### src/rtl/tlnef_pkg.sv
// tlnef_pkg: shared types and constants of the cooked text line filter
// no dependencies; used by every module under rtl
package tlnef_pkg;

    localparam int CFG_IDX_W = 3;
    localparam int CFG_DATA_W = 1;

    // register indexes on the write port
    localparam logic [CFG_IDX_W-1:0] REG_NUMBER_LINES   = 3'd0;
    localparam logic [CFG_IDX_W-1:0] REG_NUMBER_NONBLANK = 3'd1;
    localparam logic [CFG_IDX_W-1:0] REG_SQUEEZE_BLANK  = 3'd2;
    localparam logic [CFG_IDX_W-1:0] REG_SHOW_ENDS      = 3'd3;
    localparam logic [CFG_IDX_W-1:0] REG_SHOW_TABS      = 3'd4;
    localparam logic [CFG_IDX_W-1:0] REG_SHOW_NONPRINT  = 3'd5;

    // character codes
    localparam logic [7:0] CH_NL     = 8'h0A;
    localparam logic [7:0] CH_TAB    = 8'h09;
    localparam logic [7:0] CH_SPACE  = 8'h20;
    localparam logic [7:0] CH_ZERO   = 8'h30;
    localparam logic [7:0] CH_DOLLAR = 8'h24;
    localparam logic [7:0] CH_CARET  = 8'h5E;
    localparam logic [7:0] CH_I      = 8'h49;
    localparam logic [7:0] CH_M      = 8'h4D;
    localparam logic [7:0] CH_DASH   = 8'h2D;
    localparam logic [7:0] CH_QMARK  = 8'h3F;
    localparam logic [7:0] CH_DEL    = 8'h7F;
    localparam logic [7:0] CH_CTRL_END = 8'h20;
    localparam logic [7:0] CTRL_OFFSET = 8'h40;

    localparam int BODY_MAX = 4;
    localparam int BODY_LEN_W = 3;

    typedef struct packed {
        logic number_lines;
        logic number_nonblank_only;
        logic squeeze_blank;
        logic show_ends;
        logic show_tabs;
        logic show_nonprint;
    } tlnef_cfg_t;

    // rewritten body of one item, without the line number prefix
    typedef struct packed {
        logic [BODY_MAX-1:0][7:0] bytes;
        logic [BODY_LEN_W-1:0]    len;
    } tlnef_body_t;

endpackage

### src/rtl/text_line_number_and_escape_filter_top.sv
// text_line_number_and_escape_filter_top: cooked text output filter, top level
// depends on tlnef_pkg, tlnef_cfg, tlnef_front, tlnef_ser
//
//  channel  | signals                                   | moves
//  ---------+-------------------------------------------+---------------------------
//  input    | in_valid, in_ready, in_byte, new_file     | one text byte per item
//  output   | out_valid, out_ready, out_byte, last      | one rewritten byte per item
//  config   | wr_en, wr_index, wr_data                  | one option bit per write
//
// an input item is decoded in the cycle it is accepted and lands in the result
// register; its 0 to NUMBER_DIGITS+5 bytes then leave one per cycle while
// out_ready is high, through the single output port. the next item is taken
// in the cycle the last byte goes out. out_ready low holds the current byte
// and, through in_ready, the input side. reset puts the filter at a line start
// with the counter at zero, options off.
module text_line_number_and_escape_filter_top
    import tlnef_pkg::*;
#(
    parameter int NUMBER_DIGITS = 6
) (
    input  logic                  clk,
    input  logic                  rst_n,
    input  logic                  wr_en,
    input  logic [CFG_IDX_W-1:0]  wr_index,
    input  logic [CFG_DATA_W-1:0] wr_data,
    input  logic                  in_valid,
    output logic                  in_ready,
    input  logic [7:0]            in_byte,
    input  logic                  new_file,
    output logic                  out_valid,
    input  logic                  out_ready,
    output logic [7:0]            out_byte,
    output logic                  last
);

    tlnef_cfg_t                  cfg;
    tlnef_body_t                 body;
    logic [NUMBER_DIGITS:0][7:0] prefix;
    logic                        emit, num, busy, done, accept;

    assign in_ready = !busy || done;
    assign accept = in_valid && in_ready;

    tlnef_cfg u_cfg (
        .clk      (clk),
        .rst_n    (rst_n),
        .wr_en    (wr_en),
        .wr_index (wr_index),
        .wr_data  (wr_data),
        .cfg      (cfg)
    );

    tlnef_front #(
        .NUMBER_DIGITS (NUMBER_DIGITS)
    ) u_front (
        .clk      (clk),
        .rst_n    (rst_n),
        .cfg      (cfg),
        .accept   (accept),
        .in_byte  (in_byte),
        .new_file (new_file),
        .emit     (emit),
        .num      (num),
        .prefix   (prefix),
        .body     (body)
    );

    tlnef_ser #(
        .NUMBER_DIGITS (NUMBER_DIGITS)
    ) u_ser (
        .clk       (clk),
        .rst_n     (rst_n),
        .load      (accept && emit),
        .num       (num),
        .prefix    (prefix),
        .body      (body),
        .busy      (busy),
        .done      (done),
        .out_valid (out_valid),
        .out_ready (out_ready),
        .out_byte  (out_byte),
        .last      (last)
    );

    // no new item while the current one still has bytes to send
    a_hold_mid_item: assert property (@(posedge clk) disable iff (!rst_n)
        (out_valid && !last) |-> !in_ready)
        else $error("input taken in the middle of an item");

    // a non-final byte taken is always followed by another byte
    a_item_continues: assert property (@(posedge clk) disable iff (!rst_n)
        (out_valid && out_ready && !last) |=> out_valid)
        else $error("item cut short");

    a_stall_has_cause: assert property (@(posedge clk) disable iff (!rst_n)
        !in_ready |-> out_valid)
        else $error("input stalled with no pending output");

endmodule

### src/rtl/tlnef_cfg.sv
// tlnef_cfg: option registers behind the plain write port
// depends on tlnef_pkg
module tlnef_cfg
    import tlnef_pkg::*;
(
    input  logic                  clk,
    input  logic                  rst_n,
    input  logic                  wr_en,
    input  logic [CFG_IDX_W-1:0]  wr_index,
    input  logic [CFG_DATA_W-1:0] wr_data,
    output tlnef_cfg_t            cfg
);

    tlnef_cfg_t cfg_reg;

    always_ff @(posedge clk or negedge rst_n)
    begin
        if (!rst_n)
        begin
            cfg_reg <= '0;
        end
        else if (wr_en)
        begin
            case (wr_index)
                REG_NUMBER_LINES:    cfg_reg.number_lines <= wr_data[0];
                REG_NUMBER_NONBLANK: cfg_reg.number_nonblank_only <= wr_data[0];
                REG_SQUEEZE_BLANK:   cfg_reg.squeeze_blank <= wr_data[0];
                REG_SHOW_ENDS:       cfg_reg.show_ends <= wr_data[0];
                REG_SHOW_TABS:       cfg_reg.show_tabs <= wr_data[0];
                REG_SHOW_NONPRINT:   cfg_reg.show_nonprint <= wr_data[0];
                default:             ;
            endcase
        end
    end

    assign cfg = cfg_reg;

endmodule

### src/rtl/tlnef_front.sv
// tlnef_front: line state, bcd line counter and per-byte rewrite decode
// depends on tlnef_pkg
module tlnef_front
    import tlnef_pkg::*;
#(
    parameter int NUMBER_DIGITS = 6
) (
    input  logic                              clk,
    input  logic                              rst_n,
    input  tlnef_cfg_t                        cfg,
    input  logic                              accept,
    input  logic [7:0]                        in_byte,
    input  logic                              new_file,
    output logic                              emit,
    output logic                              num,
    output logic [NUMBER_DIGITS:0][7:0]       prefix,
    output tlnef_body_t                       body
);

    localparam int CNT_W = 4 * NUMBER_DIGITS;

    logic             at_line_start_reg, at_line_start_next;
    logic             blank_seen_reg, blank_seen_next;
    logic [CNT_W-1:0] count_reg, count_next;

    logic             eff_at, eff_blank;
    logic [CNT_W-1:0] eff_count, inc_count;
    logic             is_nl, squeezed, full;

    // restart applies before the byte is handled
    assign eff_at    = new_file | at_line_start_reg;
    assign eff_blank = new_file ? 1'b0 : blank_seen_reg;
    assign eff_count = new_file ? '0 : count_reg;
    assign is_nl     = (in_byte == CH_NL);

    assign squeezed = eff_at && cfg.squeeze_blank && is_nl && eff_blank;
    assign num = eff_at && !squeezed && cfg.number_lines &&
                 (!cfg.number_nonblank_only || !is_nl);
    assign emit = !squeezed;

    // saturating bcd increment
    always_comb
    begin
        logic       carry;
        logic [3:0] d;
        carry = 1'b1;
        inc_count = eff_count;
        for (int i = 0; i < NUMBER_DIGITS; i++)
        begin
            d = eff_count[4*i +: 4];
            if (carry)
            begin
                inc_count[4*i +: 4] = (d >= 4'd9) ? 4'd0 : d + 4'd1;
            end
            carry = carry & (d == 4'd9);
        end
        full = carry;
    end

    always_comb
    begin
        at_line_start_next = at_line_start_reg;
        blank_seen_next    = blank_seen_reg;
        count_next         = count_reg;
        if (accept)
        begin
            at_line_start_next = squeezed ? 1'b1 : is_nl;
            blank_seen_next    = eff_blank;
            count_next         = eff_count;
            if (eff_at && cfg.squeeze_blank)
            begin
                blank_seen_next = is_nl;
            end
            if (num && !full)
            begin
                count_next = inc_count;
            end
        end
    end

    always_ff @(posedge clk or negedge rst_n)
    begin
        if (!rst_n)
        begin
            at_line_start_reg <= 1'b1;
            blank_seen_reg    <= 1'b0;
            count_reg         <= '0;
        end
        else
        begin
            at_line_start_reg <= at_line_start_next;
            blank_seen_reg    <= blank_seen_next;
            count_reg         <= count_next;
        end
    end

    // number text, most significant digit first, then a tab
    always_comb
    begin
        logic             lead;
        logic [3:0]       d;
        logic [CNT_W-1:0] shown;
        shown = full ? eff_count : inc_count;
        lead = 1'b1;
        for (int i = NUMBER_DIGITS - 1; i >= 0; i--)
        begin
            d = shown[4*i +: 4];
            if (d != 4'd0)
            begin
                lead = 1'b0;
            end
            prefix[NUMBER_DIGITS - 1 - i] = (lead && i != 0) ? CH_SPACE
                                            : CH_ZERO + {4'd0, d};
        end
        prefix[NUMBER_DIGITS] = CH_TAB;
    end

    // body bytes
    always_comb
    begin
        logic [7:0] low7;
        logic [7:0] e0, e1;
        logic [BODY_LEN_W-1:0] elen;
        low7 = {1'b0, in_byte[6:0]};
        e0 = low7;
        e1 = low7;
        elen = 3'd1;
        body.bytes = '0;
        body.len = 3'd1;
        if (is_nl)
        begin
            if (cfg.show_ends)
            begin
                body.bytes[0] = CH_DOLLAR;
                body.bytes[1] = CH_NL;
                body.len = 3'd2;
            end
            else
            begin
                body.bytes[0] = CH_NL;
            end
        end
        else if (in_byte == CH_TAB)
        begin
            if (cfg.show_tabs)
            begin
                body.bytes[0] = CH_CARET;
                body.bytes[1] = CH_I;
                body.len = 3'd2;
            end
            else
            begin
                body.bytes[0] = CH_TAB;
            end
        end
        else if (cfg.show_nonprint)
        begin
            if (low7 == CH_DEL)
            begin
                e0 = CH_CARET;
                e1 = CH_QMARK;
                elen = 3'd2;
            end
            else if (low7 < CH_CTRL_END)
            begin
                e0 = CH_CARET;
                e1 = low7 + CTRL_OFFSET;
                elen = 3'd2;
            end
            if (in_byte[7])
            begin
                body.bytes[0] = CH_M;
                body.bytes[1] = CH_DASH;
                body.bytes[2] = e0;
                body.bytes[3] = e1;
                body.len = elen + 3'd2;
            end
            else
            begin
                body.bytes[0] = e0;
                body.bytes[1] = e1;
                body.len = elen;
            end
        end
        else
        begin
            body.bytes[0] = in_byte;
        end
    end

endmodule

### src/rtl/tlnef_ser.sv
// tlnef_ser: result register holding one rewritten item and its byte sequencer
// depends on tlnef_pkg
module tlnef_ser
    import tlnef_pkg::*;
#(
    parameter int NUMBER_DIGITS = 6
) (
    input  logic                        clk,
    input  logic                        rst_n,
    input  logic                        load,
    input  logic                        num,
    input  logic [NUMBER_DIGITS:0][7:0] prefix,
    input  tlnef_body_t                 body,
    output logic                        busy,
    output logic                        done,
    output logic                        out_valid,
    input  logic                        out_ready,
    output logic [7:0]                  out_byte,
    output logic                        last
);

    localparam int PRE_LEN = NUMBER_DIGITS + 1;
    localparam int MAX_RES = PRE_LEN + BODY_MAX;
    localparam int IDX_W = $clog2(MAX_RES);
    localparam int PRE_W = $clog2(PRE_LEN);
    localparam logic [IDX_W-1:0] PRE_LEN_I = IDX_W'(PRE_LEN);

    logic                        valid_reg, valid_next;
    logic [IDX_W-1:0]            idx_reg, idx_next;
    logic [IDX_W-1:0]            total_m1_reg;
    logic                        num_reg;
    logic [NUMBER_DIGITS:0][7:0] prefix_reg;
    tlnef_body_t                 body_reg;

    logic       fire;
    logic [IDX_W-1:0] body_off;

    assign last = (idx_reg == total_m1_reg);
    assign fire = valid_reg && out_ready;
    assign done = fire && last;
    assign busy = valid_reg;
    assign out_valid = valid_reg;

    always_comb
    begin
        valid_next = valid_reg;
        idx_next = idx_reg;
        if (fire)
        begin
            if (last)
            begin
                idx_next = '0;
                valid_next = 1'b0;
            end
            else
            begin
                idx_next = idx_reg + 1'b1;
            end
        end
        if (load)
        begin
            valid_next = 1'b1;
        end
    end

    always_ff @(posedge clk or negedge rst_n)
    begin
        if (!rst_n)
        begin
            valid_reg <= 1'b0;
            idx_reg   <= '0;
        end
        else
        begin
            valid_reg <= valid_next;
            idx_reg   <= idx_next;
        end
    end

    always_ff @(posedge clk)
    begin
        if (load)
        begin
            num_reg      <= num;
            prefix_reg   <= prefix;
            body_reg     <= body;
            total_m1_reg <= (num ? PRE_LEN_I : '0) + IDX_W'(body.len) - 1'b1;
        end
    end

    assign body_off = num_reg ? idx_reg - PRE_LEN_I : idx_reg;

    always_comb
    begin
        if (num_reg && idx_reg < PRE_LEN_I)
        begin
            out_byte = prefix_reg[idx_reg[PRE_W-1:0]];
        end
        else
        begin
            out_byte = body_reg.bytes[body_off[1:0]];
        end
    end

endmodule
### config.mk
export PLATFORM = sky130hd
export DESIGN_NAME = text_line_number_and_escape_filter_top
export DESIGN_NICKNAME = d
export VERILOG_FILES = /design/src/rtl/tlnef_pkg.sv /design/src/rtl/text_line_number_and_escape_filter_top.sv /design/src/rtl/tlnef_cfg.sv /design/src/rtl/tlnef_front.sv /design/src/rtl/tlnef_ser.sv
export SDC_FILE = /design/constraint.sdc
export NUM_CORES = 1
export LEC_CHECK = 0
export BUFFER_PORTS_ARGS = -buffer_cell sky130_fd_sc_hd__buf_4
export CORE_UTILIZATION = 60
export CTS_BUF_LIST = sky130_fd_sc_hd__clkbuf_8
export CTS_CLUSTER_DIAMETER = 200
export DETAILED_ROUTE_END_ITERATION = 10
export GPL_ROUTABILITY_DRIVEN = 0
export PLACE_DENSITY = 0.78
export SETUP_SLACK_MARGIN = 0.5
export SLEW_MARGIN = 30
export SYNTH_ARGS = -nofsm -noshare
export SYNTH_HDL_FRONTEND = slang
export SYNTH_HIERARCHICAL = 1
export SYNTH_SLANG_ARGS = --single-unit
### constraint.sdc
create_clock -name clk -period 10.5 [get_ports clk]
set_input_delay 2.1 -clock clk [delete_from_list [all_inputs] [get_ports clk]]
set_output_delay 2.1 -clock clk [all_outputs]
set_load 0.01 [all_outputs]
==> flow_metrics.env <==
export IMPL_status="completed"
export IMPL_cp_required_ns=8.40
export IMPL_report_final_slew_viol_count=0
export IMPL_dp_hpwl_um=11800
export IMPL_finalHoldViolations=0
export IMPL_clockBufferDepth=2
export IMPL_fp_dieArea_sq_um=13400
export IMPL_async_reset_ff_share_pct=28.5
export IMPL_vias=5371
export IMPL_grt_overflow_total=0
export IMPL_timing_fmax_ghz=0.188
export IMPL_crit_slowest_cell="dfrtp_1"
export IMPL_seq_power_share_pct=45.6
export IMPL_place_detailed_instances=848
export IMPL_wl_per_cell_um=18.7
export IMPL_p_per_area_nw_per_um2=196
export IMPL_switchingPower_mw=0.532
export IMPL_path_buf_inv=2
export IMPL_die_h_um=116
export IMPL_rsz0062_at_grt="false"
export IMPL_crit_chain="buf_4, ha_1, nand2_1, a21oi_1, nand2_1, nand3_1, buf_4"
export IMPL_cap_viol_max_count=0
export IMPL_finalSetupTns_ns=0
export IMPL_worst_slew_pin_slew_ns=1.02
export IMPL_crit_arrival_ns=3.22
export IMPL_numPortBuffers=28
export IMPL_reg2reg_slack_ns=6.63
export IMPL_path_clk_slew_ns=0.08
export IMPL_critPathKind="flop to output pin"
export IMPL_drt_pass1_iter_count=5
export IMPL_core_sq_um=12600
export IMPL_first_global_vias=5396
export IMPL_synth_avg_cell_area_sq_um=11.5
export IMPL_holdBufCountCts=0
export IMPL_clock_root_buffer="clkbuf_8"
export IMPL_synthCells=675
export IMPL_numCtsBuffers=17
export IMPL_cts_resized=0
export IMPL_start_util_pct=61.7
export IMPL_max_slew_margin_rel_pct=31.6
export IMPL_grt_pass1_wl_um=26800
export IMPL_power_internal_mw=1.10
export IMPL_largest_reg_flops=56
export IMPL_finalCritPeriodShare_pct=50.7
export IMPL_wirelength_um=16500
export IMPL_slowest_delay_ns=0.88
export IMPL_antenna_left=0
export IMPL_power_switching_share_pct=32.6
export IMPL_layout_drive_gt1_share_pct=16.8
export IMPL_clkLatencyLatePin_ns=0.44
export IMPL_globalRouteTotalUtil_pct=26.6
export IMPL_fin_skew_ns=0.00973
export IMPL_path_max_fanout=21
export IMPL_clkPwrFrac_pct=24.1
export IMPL_end_kind="output pin"
export IMPL_remaining_drc_errors=0
export IMPL_synth_area_sq_um=7780
export IMPL_h_tree_depth=4
export IMPL_antenna_found_initial=0
export IMPL_finish_utilization_pct=66.1
export IMPL_synth_edf_count=93
export IMPL_whs_ns=0.505
export IMPL_diodes=0
export IMPL_synth_distinct_cells=83
export IMPL_leakage_nw=3.29
export IMPL_yosysWarningCount=6
export IMPL_die_w_um=116
export IMPL_ir_drop_mv=0.127
export IMPL_synthToLayoutAreaGrowth_pct=7.17
export IMPL_cts_setup_buffers=0
export IMPL_routed_via_density=6.10
export IMPL_start_kind="flop"
export IMPL_ff_latch_area_sq_um=3720
export IMPL_p_total_mw=1.64
export IMPL_crit_family="flip-flops"
export IMPL_synth_main_ff_cell="edfxtp_1"
export IMPL_ios=29
export IMPL_fill_cells=977
export IMPL_final_min_clock_period_ns=5.32
export IMPL_ys_seq_area_share_pct=47.8
export IMPL_grt_max_degree=57
export IMPL_stdcell_count=880
export IMPL_power_frac_comb_pct=30.2
export IMPL_final_cell_mix="edfxtp_1, nand2_1, o21ai_0, dfrtp_1, nor2_1"
export IMPL_setup_viol=0
export IMPL_num_rows=41
export IMPL_final_nets=738
export IMPL_multi_input_area_sq_um=3650
export IMPL_ys_ff_latch=130
export IMPL_mostFrequentLayoutCell="edfxtp_1"
export IMPL_cts_tree="done"
export IMPL_hold_path_class="flop to flop"
export IMPL_clock_sinks=130
export IMPL_drt_iter0_markers=542
## power by group through the flow
stage	combinational (mW)	sequential, mW	clock [mW]
3_5_place_dp	0.495	0.758	0
3_3_place_gp	0.467	0.753	0
6_report	0.494	0.747	0.395
2_1_floorplan	0.428	0.691	0
4_1_cts	0.496	0.747	0.403
5_1_grt	0.535	0.759	0.426
## metal layers
layer,global-route usage [%],up-vias,wire (um),share of wire [%]
met5,0,-,0,0
li1,-,2505,-,-
met1,33.9,2644,6950,42
met4,10.0,0,348,2.1
met2,44.0,189,8310,50
met3,6.85,33,887,5.4
## final cells by class
type                    count  share of cell area (%)
flip-flops and latches    130                    44.7
multi-input cells         484                    43.8
clock buffers              21                    3.47
repair buffers             31                    3.09
well taps                 172                    2.58
inverters                  31                    1.40
clock inverters            11                    1.07
## synth_stat cells (all sizes together), types with 2 or more instances
cell	n	area (sq um)
a21oi	23	119
nand3b	10	75.1
nand4bb	3	66.3
xor2	6	60.1
nor2b	22	138
nor4	5	46.3
inv	29	109
and3	10	62.6
a211oi	3	27.5
or3b	3	28.8
nand4b	4	35.0
a32o	4	40.0
ha	24	300
nor3	16	101
and2	8	52.6
and4	2	22.5
o21ai	50	250
nand2	70	265
o21a	4	30.0
dfrtp	36	901
o211ai	18	135
xnor2	2	17.5
a31oi	4	25.0
a22o	11	96.3
and4bb	9	131
mux4	24	574
o221ai	2	23.8
nand4	3	33.8
conb	2	7.51
nand3	23	125
nor2	37	146
mux2i	10	100
a21o	3	23.8
o22ai	2	12.5
clkinv	2	7.51
nand2b	14	95.1
mux2	7	90.1
or3	2	12.5
edfxtp	93	2790
buf	49	380
clkbuf	9	33.8
## per-stage QoR
step           cell area [sq um]  worst slack, ns
2_1_floorplan               7890             5.28
3_3_place_gp                7910             5.32
3_5_place_dp                7960             5.31
4_1_cts                     8340             5.13
5_1_grt                     8340             4.93
6_report                    8340             5.18
## final timing paths
check	from	cells past startpoint	to
worst max-delay path	u_ser/idx_reg[1]	7	out_byte[1]
worst min-delay path	u_front/count_reg[16]	1	u_front/count_reg[16]
worst max register to register	u_ser/idx_reg[1]	9	u_front/count_reg[21]
worst min register to register	u_front/count_reg[16]	1	u_front/count_reg[16]
max in group asynchronous	rst_n	1	u_ser/idx_reg[0]
min in group asynchronous	rst_n	1	u_front/count_reg[8]
## logic make-up (layout without fill, tap and decap cells)
logic type / Yosys count / in the layout / synth area share (%)
simple gates: 246 / 246 / 19.1
flops: 130 / 130 / 47.8
compound gates: 134 / 134 / 11.3
fa+ha+maj: 25 / 25 / 4.12
xor+xnor: 8 / 8 / 0.997
buf+inv: 89 / 94 / 6.82
mux: 41 / 41 / 9.82
other cells: 2 / 30 / 0.0965
Power figures use the tool's default switching activity.
